### config.mk
export PLATFORM = sky130hd
export DESIGN_NAME = stream_continuity_monitor_unit
export DESIGN_NICKNAME = d
export VERILOG_FILES = /design/src/rtl/scm_pkg.sv /design/src/rtl/stream_continuity_monitor_unit.sv
export SDC_FILE = /design/constraint.sdc
export NUM_CORES = 2
export LEC_CHECK = 0
export BUFFER_PORTS_ARGS = -buffer_cell sky130_fd_sc_hd__clkbuf_2
export CAP_MARGIN = 15
export CELL_PAD_IN_SITES_DETAIL_PLACEMENT = 0
export CELL_PAD_IN_SITES_GLOBAL_PLACEMENT = 1
export CORE_MARGIN = 2
export CORE_UTILIZATION = 49
export DETAILED_ROUTE_END_ITERATION = 10
export PLACE_DENSITY_LB_ADDON = 0.15
export SYNTH_ARGS = -nofsm -noshare
export SYNTH_HDL_FRONTEND = slang
export SYNTH_SLANG_ARGS = --single-unit
### constraint.sdc
create_clock -name clock -period 17.45 [get_ports clock]
set_clock_uncertainty 0.1 [all_clocks]
set_input_delay 0.8725 -clock clock [delete_from_list [all_inputs] [get_ports clock]]
set_output_delay 0.8725 -clock clock [all_outputs]
set_load 0.05 [all_outputs]
### src/rtl/scm_pkg.sv
// Shared constants and types for the stream continuity monitor.
// No dependencies.
package scm_pkg;

   localparam int unsigned ROLE_W   = 4;
   localparam int unsigned SEQ_W    = 32;
   localparam int unsigned STAMP_W  = 63;
   localparam int unsigned FRAMES_W = 32;
   localparam int unsigned DRIFT_W  = 64;
   localparam int unsigned THRESH_W = 32;
   localparam int unsigned RATE_W   = 19;
   localparam int unsigned CSR_W    = 32;
   localparam int unsigned CSR_IDX_W = 1;
   localparam int unsigned NSPS_W   = 30;
   localparam int unsigned PROD_W   = FRAMES_W + NSPS_W;
   localparam int unsigned ALU_W    = 64;

   localparam logic [NSPS_W-1:0]   NS_PER_S       = 30'd1000000000;
   localparam logic [THRESH_W-1:0] THRESH_RESET   = 32'd1000000;
   localparam logic [RATE_W-1:0]   RATE_RESET     = 19'd48000;

   typedef enum logic [CSR_IDX_W-1:0] {
      CSR_DRIFT_THRESHOLD = 1'b0,
      CSR_SAMPLE_RATE     = 1'b1
   } csr_index_type;

   typedef enum logic [1:0] {
      EVENT_NONE    = 2'd0,
      EVENT_DROPOUT = 2'd1,
      EVENT_DRIFT   = 2'd2,
      EVENT_RESTART = 2'd3
   } event_kind_type;

endpackage

### src/rtl/stream_continuity_monitor_unit.sv
// Stream continuity monitor: checks audio buffer descriptors for dropouts,
// clock drift and restarts. Depends on scm_pkg.
//
// One transaction in gives one transaction out. Each descriptor passes from
// acceptance to a loaded result through one multiply, then 62 steps of
// a bit-serial restoring divider that shares one 64-bit subtractor with
// the later difference, magnitude and threshold steps; the very first
// descriptor after reset skips all of these steps, and a sample rate of zero
// skips the division. The result sits in an output register, so the next
// descriptor is taken while the previous result waits for rsp_ready.
// Configuration writes take effect at once and belong between transactions.
module stream_continuity_monitor_unit
   import scm_pkg::*;
(
   input  logic                        clock,
   input  logic                        reset,
   input  logic                        req_valid,
   output logic                        req_ready,
   input  logic [ROLE_W-1:0]           req_role_tag,
   input  logic [SEQ_W-1:0]            req_seq_number,
   input  logic [STAMP_W-1:0]          req_stamp_ns,
   input  logic [FRAMES_W-1:0]         req_frames,
   output logic                        rsp_valid,
   input  logic                        rsp_ready,
   output logic [ROLE_W-1:0]           rsp_role_out,
   output logic [1:0]                  rsp_event_kind,
   output logic [SEQ_W-1:0]            rsp_seq_out,
   output logic [STAMP_W-1:0]          rsp_stamp_out,
   output logic [STAMP_W-1:0]          rsp_observed_ns,
   output logic signed [DRIFT_W-1:0]   rsp_drift_ns,
   input  logic                        csr_write_enable,
   input  logic [CSR_IDX_W-1:0]        csr_index,
   input  logic [CSR_W-1:0]            csr_wdata
);

   typedef enum logic [2:0] {
      ST_IDLE,
      ST_MUL,
      ST_DIV,
      ST_OBS,
      ST_DRIFT,
      ST_MAG,
      ST_CMP,
      ST_DONE
   } state_type;

   localparam logic [5:0] DIV_LAST = 6'(PROD_W - 1);

   state_type             state_ff, state_in;
   logic [THRESH_W-1:0]   thresh_ff, thresh_in;
   logic [RATE_W-1:0]     rate_ff, rate_in;
   logic                  have_prior_ff, have_prior_in;
   logic [SEQ_W-1:0]      prior_seq_ff, prior_seq_in;
   logic [STAMP_W-1:0]    prior_stamp_ff, prior_stamp_in;
   logic [FRAMES_W-1:0]   prior_frames_ff, prior_frames_in;
   logic [ROLE_W-1:0]     role_ff, role_in;
   logic [SEQ_W-1:0]      seq_ff, seq_in;
   logic [STAMP_W-1:0]    stamp_ff, stamp_in;
   logic [FRAMES_W-1:0]   frames_ff, frames_in;
   logic [PROD_W-1:0]     quo_ff, quo_in;
   logic [RATE_W-1:0]     rem_ff, rem_in;
   logic [5:0]            cnt_ff, cnt_in;
   logic                  advanced_ff, advanced_in;
   logic [STAMP_W-1:0]    observed_ff, observed_in;
   logic [DRIFT_W-1:0]    drift_ff, drift_in;
   logic [DRIFT_W-1:0]    mag_ff, mag_in;
   logic                  over_ff, over_in;
   logic                  out_valid_ff, out_valid_in;
   logic [ROLE_W-1:0]     out_role_ff, out_role_in;
   event_kind_type        out_kind_ff, out_kind_in;
   logic [SEQ_W-1:0]      out_seq_ff, out_seq_in;
   logic [STAMP_W-1:0]    out_stamp_ff, out_stamp_in;
   logic [STAMP_W-1:0]    out_observed_ff, out_observed_in;
   logic [DRIFT_W-1:0]    out_drift_ff, out_drift_in;

   logic [PROD_W-1:0]     mul_product;
   logic [RATE_W:0]       div_shift;
   logic [ALU_W-1:0]      alu_a, alu_b;
   logic [ALU_W:0]        alu_diff;
   logic                  alu_borrow;
   logic [SEQ_W-1:0]      seq_expect;
   event_kind_type        kind;

   assign mul_product = prior_frames_ff * NS_PER_S;
   assign div_shift   = {rem_ff, quo_ff[PROD_W-1]};
   assign alu_diff    = {1'b0, alu_a} - {1'b0, alu_b};
   assign alu_borrow  = alu_diff[ALU_W];
   assign seq_expect  = prior_seq_ff + 32'd1;

   always_comb begin
      alu_a = '0;
      alu_b = '0;
      case (state_ff)
         ST_DIV: begin
            alu_a = ALU_W'(div_shift);
            alu_b = ALU_W'(rate_ff);
         end
         ST_OBS: begin
            alu_a = {1'b0, stamp_ff};
            alu_b = {1'b0, prior_stamp_ff};
         end
         ST_DRIFT: begin
            alu_a = {1'b0, observed_ff};
            alu_b = ALU_W'(quo_ff);
         end
         ST_MAG: begin
            alu_a = '0;
            alu_b = drift_ff;
         end
         ST_CMP: begin
            alu_a = ALU_W'(thresh_ff);
            alu_b = mag_ff;
         end
         default: begin
            alu_a = '0;
            alu_b = '0;
         end
      endcase
   end

   always_comb begin
      if (!have_prior_ff) begin
         kind = EVENT_NONE;
      end else if (seq_ff != seq_expect) begin
         kind = EVENT_DROPOUT;
      end else if (over_ff) begin
         kind = EVENT_DRIFT;
      end else if (!advanced_ff) begin
         kind = EVENT_RESTART;
      end else begin
         kind = EVENT_NONE;
      end
   end

   always_comb begin
      state_in        = state_ff;
      thresh_in       = thresh_ff;
      rate_in         = rate_ff;
      have_prior_in   = have_prior_ff;
      prior_seq_in    = prior_seq_ff;
      prior_stamp_in  = prior_stamp_ff;
      prior_frames_in = prior_frames_ff;
      role_in         = role_ff;
      seq_in          = seq_ff;
      stamp_in        = stamp_ff;
      frames_in       = frames_ff;
      quo_in          = quo_ff;
      rem_in          = rem_ff;
      cnt_in          = cnt_ff;
      advanced_in     = advanced_ff;
      observed_in     = observed_ff;
      drift_in        = drift_ff;
      mag_in          = mag_ff;
      over_in         = over_ff;
      out_valid_in    = out_valid_ff;
      out_role_in     = out_role_ff;
      out_kind_in     = out_kind_ff;
      out_seq_in      = out_seq_ff;
      out_stamp_in    = out_stamp_ff;
      out_observed_in = out_observed_ff;
      out_drift_in    = out_drift_ff;

      if (out_valid_ff && rsp_ready) begin
         out_valid_in = 1'b0;
      end

      if (csr_write_enable) begin
         case (csr_index_type'(csr_index))
            CSR_DRIFT_THRESHOLD: thresh_in = csr_wdata[THRESH_W-1:0];
            CSR_SAMPLE_RATE:     rate_in   = csr_wdata[RATE_W-1:0];
            default:             thresh_in = thresh_ff;
         endcase
      end

      case (state_ff)
         ST_IDLE: begin
            if (req_valid) begin
               role_in     = req_role_tag;
               seq_in      = req_seq_number;
               stamp_in    = req_stamp_ns;
               frames_in   = req_frames;
               observed_in = '0;
               drift_in    = '0;
               advanced_in = 1'b0;
               over_in     = 1'b0;
               state_in    = have_prior_ff ? ST_MUL : ST_DONE;
            end
         end
         ST_MUL: begin
            rem_in = '0;
            cnt_in = '0;
            if (rate_ff == '0) begin
               quo_in   = '0;
               state_in = ST_OBS;
            end else begin
               quo_in   = mul_product;
               state_in = ST_DIV;
            end
         end
         ST_DIV: begin
            rem_in = alu_borrow ? div_shift[RATE_W-1:0] : alu_diff[RATE_W-1:0];
            quo_in = {quo_ff[PROD_W-2:0], ~alu_borrow};
            cnt_in = cnt_ff + 6'd1;
            if (cnt_ff == DIV_LAST) begin
               state_in = ST_OBS;
            end
         end
         ST_OBS: begin
            advanced_in = !alu_borrow && (alu_diff[ALU_W-1:0] != '0);
            observed_in = advanced_in ? alu_diff[STAMP_W-1:0] : '0;
            state_in    = ST_DRIFT;
         end
         ST_DRIFT: begin
            drift_in = alu_diff[ALU_W-1:0];
            state_in = ST_MAG;
         end
         ST_MAG: begin
            mag_in   = drift_ff[DRIFT_W-1] ? alu_diff[ALU_W-1:0] : drift_ff;
            state_in = ST_CMP;
         end
         ST_CMP: begin
            over_in  = alu_borrow;
            state_in = ST_DONE;
         end
         ST_DONE: begin
            if (!out_valid_ff || rsp_ready) begin
               out_valid_in    = 1'b1;
               out_role_in     = role_ff;
               out_kind_in     = kind;
               out_seq_in      = seq_ff;
               out_stamp_in    = stamp_ff;
               out_observed_in = observed_ff;
               out_drift_in    = drift_ff;
               prior_seq_in    = seq_ff;
               prior_stamp_in  = stamp_ff;
               prior_frames_in = frames_ff;
               have_prior_in   = 1'b1;
               state_in        = ST_IDLE;
            end
         end
         default: begin
            state_in = ST_IDLE;
         end
      endcase
   end

   always_ff @(posedge clock) begin
      if (reset) begin
         state_ff      <= ST_IDLE;
         thresh_ff     <= THRESH_RESET;
         rate_ff       <= RATE_RESET;
         have_prior_ff <= 1'b0;
         out_valid_ff  <= 1'b0;
         cnt_ff        <= '0;
      end else begin
         state_ff      <= state_in;
         thresh_ff     <= thresh_in;
         rate_ff       <= rate_in;
         have_prior_ff <= have_prior_in;
         out_valid_ff  <= out_valid_in;
         cnt_ff        <= cnt_in;
      end
      prior_seq_ff    <= prior_seq_in;
      prior_stamp_ff  <= prior_stamp_in;
      prior_frames_ff <= prior_frames_in;
      role_ff         <= role_in;
      seq_ff          <= seq_in;
      stamp_ff        <= stamp_in;
      frames_ff       <= frames_in;
      quo_ff          <= quo_in;
      rem_ff          <= rem_in;
      advanced_ff     <= advanced_in;
      observed_ff     <= observed_in;
      drift_ff        <= drift_in;
      mag_ff          <= mag_in;
      over_ff         <= over_in;
      out_role_ff     <= out_role_in;
      out_kind_ff     <= out_kind_in;
      out_seq_ff      <= out_seq_in;
      out_stamp_ff    <= out_stamp_in;
      out_observed_ff <= out_observed_in;
      out_drift_ff    <= out_drift_in;
   end

   assign req_ready       = (state_ff == ST_IDLE);
   assign rsp_valid       = out_valid_ff;
   assign rsp_role_out    = out_role_ff;
   assign rsp_event_kind  = out_kind_ff;
   assign rsp_seq_out     = out_seq_ff;
   assign rsp_stamp_out   = out_stamp_ff;
   assign rsp_observed_ns = out_observed_ff;
   assign rsp_drift_ns    = out_drift_ff;

endmodule
# Word level (Yosys, flattened, before mapping)
# Index checks and enable logic that the tools add are counted.
totals:
  ff_bits: 727
  input_bits: 169
  out_inout_bits: 230
  elab_cells: 94
classes:
  addsub: 3
  multipliers: 1
  eq_ne: 12
  n_mux: 28
  bitwise: 3
  reduce_logical: 21
ops:
  columns: ["cell", "n"]
  rows:
  - ["64-bit case mux with 5 select lines", 1]
  - ["63-bit case mux with 4 select lines", 1]
  - ["63-bit 2-to-1 mux", 3]
  - ["64-bit case mux with 2 select lines", 1]
  - ["63-bit case mux with 2 select lines", 1]
  - ["62-bit case mux with 2 select lines", 1]
  - ["63-bit by 64-bit subtractor with 65-bit output", 1]
  - ["64-bit 2-to-1 mux", 1]
  - ["64-bit nonzero test", 1]
  - ["62-bit 2-to-1 mux", 1]
  - ["32-bit by 21-bit multiplier with 53-bit output (second input constant)", 1]
  - ["19-bit case mux with 2 select lines", 1]
  - ["32-bit by 1-bit adder with 32-bit output (second input constant)", 1]
  - ["32-bit inequality test", 1]
  - ["3-bit case mux with 8 select lines", 1]
  - ["19-bit zero test", 1]
  - ["19-bit 2-to-1 mux", 1]
  - ["2-bit AND reduction", 7]
  - ["3-bit equality test (second input constant)", 4]
  - ["3-bit 2-to-1 mux", 4]
  - ["6-bit case mux with 2 select lines", 1]
  - ["2-bit nonzero test", 4]
  - ["6-bit by 1-bit adder with 6-bit output (second input constant)", 1]
  - ["3-bit by 2-bit equality test with 1-bit output (second input constant)", 2]
  - ["other kinds (13)", 26]

# Depth between registers and ports, before layout
depth:
  word_depth: 7
  ltp_mapped: 26

# Worst setup path after synthesis
# OpenSTA, ideal clock, no wires.
synth_path:
  kind: "reg2reg"
  start: "reg state_ff[0]"
  end: "reg prior_frames_ff[0] (enable)"
  setup_time_ps: 889
  arrival_time_ps: 11949
  required_time_ps: 16461
  path_slack_ps: 4511
  path_stages_with_launch: 5
  path_buffers: 2
  synth_period_minus_slack_ps: 12939
  cell_sequence: "dfxtp_1 -> clkbuf_1 -> buf_1 -> nand3_1 -> nor2_1"
synth_via:
  elab_chain_len: 2
synth_lines:
  columns: ["item", "line", "source"]
  rows:
  - ["start: declaration", "stream_continuity_monitor_unit.sv:49", "state_type state_ff, state_in;"]
  - ["start signal: assignment", "stream_continuity_monitor_unit.sv:256", "state_ff <= state_in;"]
  - ["3-bit equality test", "stream_continuity_monitor_unit.sv:175", "case (state_ff)"]
  - ["2-bit AND reduction (no source line)", null, null]
  - ["end signal: assignment", "stream_continuity_monitor_unit.sv:265", "prior_frames_ff <= prior_frames_in;"]
  - ["end: declaration", "stream_continuity_monitor_unit.sv:55", "logic [FRAMES_W-1:0] prior_frames_ff, prior_frames_in;"]
# No other way between the ends.
# A chain may end at the register's enable or synchronous reset.

# Worst setup path in the final report
layout_path:
  start: "reg prior_frames_ff[2]"
  end: "reg quo_ff[58], data pin"
layout_via:
  elab_chain_len: 3
layout_lines:
  columns: ["item", "line", "source"]
  rows:
  - ["32-bit by 21-bit multiplier with 53-bit output", "stream_continuity_monitor_unit.sv:84", "assign mul_product = prior_frames_ff * NS_PER_S;"]
  - ["62-bit 2-to-1 mux", "stream_continuity_monitor_unit.sv:192", "if (rate_ff == '0) begin"]
  - ["62-bit case mux with 2 select lines", "stream_continuity_monitor_unit.sv:175", null]
  - ["via quo_in[58]", "stream_continuity_monitor_unit.sv:60", "logic [PROD_W-1:0] quo_ff, quo_in;"]
  - ["end signal: assignment", "stream_continuity_monitor_unit.sv:270", "quo_ff <= quo_in;"]
  - ["end: declaration", "stream_continuity_monitor_unit.sv:60", null]
# The timed path passes the listed nets, and every way through them passes these cells.

==> impl_results.md <==
* First-pass GRT wire length at 211 mm
* Critical path fanouts, max at 8
* Peak VDD IR at 0.000209 V
* CTS buffer count at 80
* Share of layout cells above drive strength 1 at 14.4%
* Clock tree from TritonCTS: yes
* Global route overflow at 0
* Synthesized area per cell at 11.3 um^2
* Final Cell Area at 52600 um^2
* Ports at 399
* Hold Vio Cnt, Final at 0
* Worst setup startpoint: prior_frames_ff[2]
* CORE AREA at 93700 um^2
* FF+latch count, synth at 727
* Synthesized area at 46500 um^2
* Routed Wire Length at 141 mm
* Max_slew headroom at 26.9%
* Post-synthesis sequential area ratio at 45.6%
* Hold wc startpoint: req_stamp_ns[5]
* Total GRT Usage at 28.9%
* Signal arrival time at the worst endpoint at 8.56 ns
* Final setup TNS at 0 ns
* Std cell rows at 112
* Syn Nets at 4917
* Starting density of the core at 49.6%
* Final setup viols at 0
* Routability cong. at 0.966
* DR WL/cell at 24.4 um
* Root Driver: clkbuf_16
* Drc violations at 0
* Ys async rst share at 0%
* Die Width at 312 um
* Setup Buffers After CTS at 0
* Setup ws final at 9.20 ns
* Placed Area at 49700 um^2
* Clk sink count at 727
* Max Freq at 0.121 GHz
* Die area at 97400 um^2
* First-pass detailed-route iteration total at 6
* H-tree depth at 3
* CTS clk-pin slew, worst paths at 0.07 ns
* Main flop type after synthesis: edfxtp_1
* 1st-iter DRT viols at 2996
* Post-synth EDFFs at 665
* Crit path time final at 8.25 ns
* RSZ-0062 raised after global routing: false
* Nets at 5268
* Die Y at 312 um
* Hold_ws at 0.269 ns
* Longest Clk Path Bufs at 3
* Synth-to-Final Area Change at 13.0%
* Leakage at 22.2 nW
* Max-slew violation count at 0
* Max Cap Violations at 0
* Run status: finished, final reports clean
* Critical path launch point type: register
* Vias at 32.9k
* Number of global-route vias before repair at 32.9k
* HPWL Detailed at 109 mm
* Crit. End Element: register
* Setup CP Type: reg -> reg
* Largest net degree at the start of global routing at 76
* Synthesis Warnings at 0
* Class of the worst hold path: in -> reg
* Pwr dens at 226 nW/um^2
* Port bufs at 398
* Routed vias/inst at 5.70
* Post-route ant nets at 0
* Worst Tran Pin Value at 1.08 ns
* CP Data Required Time at 17.75 ns
* Worst reg2reg startpoint: prior_frames_ff[2]
* Hold_buf cts at 0
* Netlist cell types at 101
* Gate Count Post-Synth at 4104
* CTS-repair resized insts at 0
* Antenna violations before repair at 4
* Dpl ws at 9.26 ns
* Final period utilization at 47.3%
* Skew-Pair Late Insertion Delay at 0.68 ns
* Fill count at 8192
-- power breakdown --
part | internal, W | switching [W] | total [W]
Sequential | 0.00251 | 0.000261 | 0.00277
Clock | 0.00110 | 0.000740 | 0.00184
Combinational | 0.00268 | 0.00460 | 0.00728
Total | 0.00628 | 0.00560 | 0.0119
-- kinds of logic (layout without fill, tap and decap cells) --
| group | after synthesis | count (layout) | synth area share (%) |
|---|---|---|---|
| AND/OR/NAND/NOR | 996 | 996 | 10.1 |
| buffers and inverters | 694 | 1112 | 5.78 |
| other | 0 | 2 | 0 |
| flip-flops | 727 | 727 | 45.6 |
| multiplexers | 67 | 67 | 1.50 |
| XOR/XNOR | 120 | 120 | 2.26 |
| AO/OA/AOI/OAI | 856 | 856 | 12.4 |
| adder cells (fa/ha/maj) | 644 | 644 | 22.4 |
-- Yosys cell counts, types with 44 or more instances --
| master | number | area share (%) |
|---|---|---|
| a22oi_1 | 44 | 0.71 |
| clkbuf_1 | 107 | 0.86 |
| edfxtp_1 | 665 | 43 |
| xnor2_1 | 68 | 1.3 |
| mux2i_1 | 47 | 1.0 |
| a21oi_1 | 214 | 2.3 |
| ha_1 | 331 | 8.9 |
| nand3_1 | 55 | 0.59 |
| nor2_1 | 250 | 2.0 |
| xor2_1 | 52 | 0.98 |
| inv_1 | 532 | 4.3 |
| dfxtp_1 | 62 | 2.7 |
| o21ai_0 | 189 | 2.0 |
| fa_1 | 313 | 13 |
| nand2_1 | 386 | 3.1 |
| a221oi_1 | 60 | 1.1 |
| a22o_1 | 83 | 1.6 |
-- layout make-up --
cell class	count	area [um^2]	share of cell area (%)
multi-input combinational	2683	22700	43.2
timing repair buffer	430	2230	4.25
sequential	727	21200	40.4
antenna	2	5.00	0.00952
clock buffer	97	2160	4.11
inverter	533	2010	3.82
clock inverter	52	688	1.31
tap	1254	1570	2.99
-- per-layer routing --
| metal | vias up | track usage (%) | share of wire, % |
|---|---|---|---|
| met5 | - | 0 | 0 |
| met4 | 0 | 7.76 | 2.5 |
| met3 | 161 | 3.19 | 5.3 |
| met2 | 1051 | 48.3 | 48 |
| met1 | 16500 | 40.1 | 44 |
| li1 | 15200 | - | - |
-- per-stage QoR --
step                      total power, W  utilization [%]  cells
after floorplan                  0.00803                -   4104
after global placement           0.00997             53.0   5627
after detailed placement         0.00999             53.0   5627
after CTS                         0.0119             56.0   5776
after global routing              0.0128             56.1   5777
final                             0.0119             56.1   5778
-- cells in the final DEF (no fill, tap or decap), types with 55 or more instances in the layout --
cell type,n
nand3_1,55
clkbuf_2,398
ha_1,331
a221oi_1,60
a22o_1,83
fa_1,313
inv_1,531
o21ai_0,188
a21oi_1,214
xnor2_1,68
nor2_1,246
nand2_1,383
dfxtp_1,61
edfxtp_1,665
clkbuf_16,82
-- worst max-delay path: stages (launching register included) --
cell	delay, ns
edfxtp_1	0.61
inv_1	0.19
fa_1	0.60
fa_1	0.45
fa_1	0.53
fa_1	0.53
fa_1	0.54
inv_1	0.05
fa_1	0.52
inv_1	0.05
fa_1	0.49
inv_1	0.04
ha_1	0.39
o21ai_0	0.11
nor2_1	0.06
a221oi_1	0.51
a21oi_1	0.19
o41ai_1	0.90
a21oi_1	0.26
o21ai_0	0.36
nand2_1	0.08
a21oi_1	0.19
xor2_1	0.15
o21ai_0	0.08
-- registers in the layout, summed over array words and instances, names as in the netlist, 2 cells and up --
| register | count |
|---|---|
| rsp_event_kind | 2 |
| quo_ff | 62 |
| frames_ff | 32 |
| stamp_ff | 63 |
| mag_ff | 64 |
| state_ff | 3 |
| observed_ff | 63 |
| rsp_seq_out | 32 |
| rem_ff | 19 |
| rsp_drift_ns | 64 |
| seq_ff | 32 |
| prior_frames_ff | 32 |
| thresh_ff | 32 |
| drift_ff | 64 |
| rsp_stamp_out | 63 |
| rate_ff | 19 |
| role_ff | 4 |
| rsp_role_out | 4 |
| cnt_ff | 6 |
| rsp_observed_ns | 63 |
-- path summary, 6_finish.rpt --
| kind | slack (ns) | to | depth (start not counted) |
|---|---|---|---|
| worst max-delay path | 9.20 | quo_ff[58] | 23 |
| worst min-delay path | 0.27 | stamp_ff[5] | 1 |
| worst max register to register | 9.20 | quo_ff[58] | 23 |
| worst min register to register | 0.32 | prior_frames_ff[13] | 0 |
No activity file was read; power rests on OpenSTA's default activity.
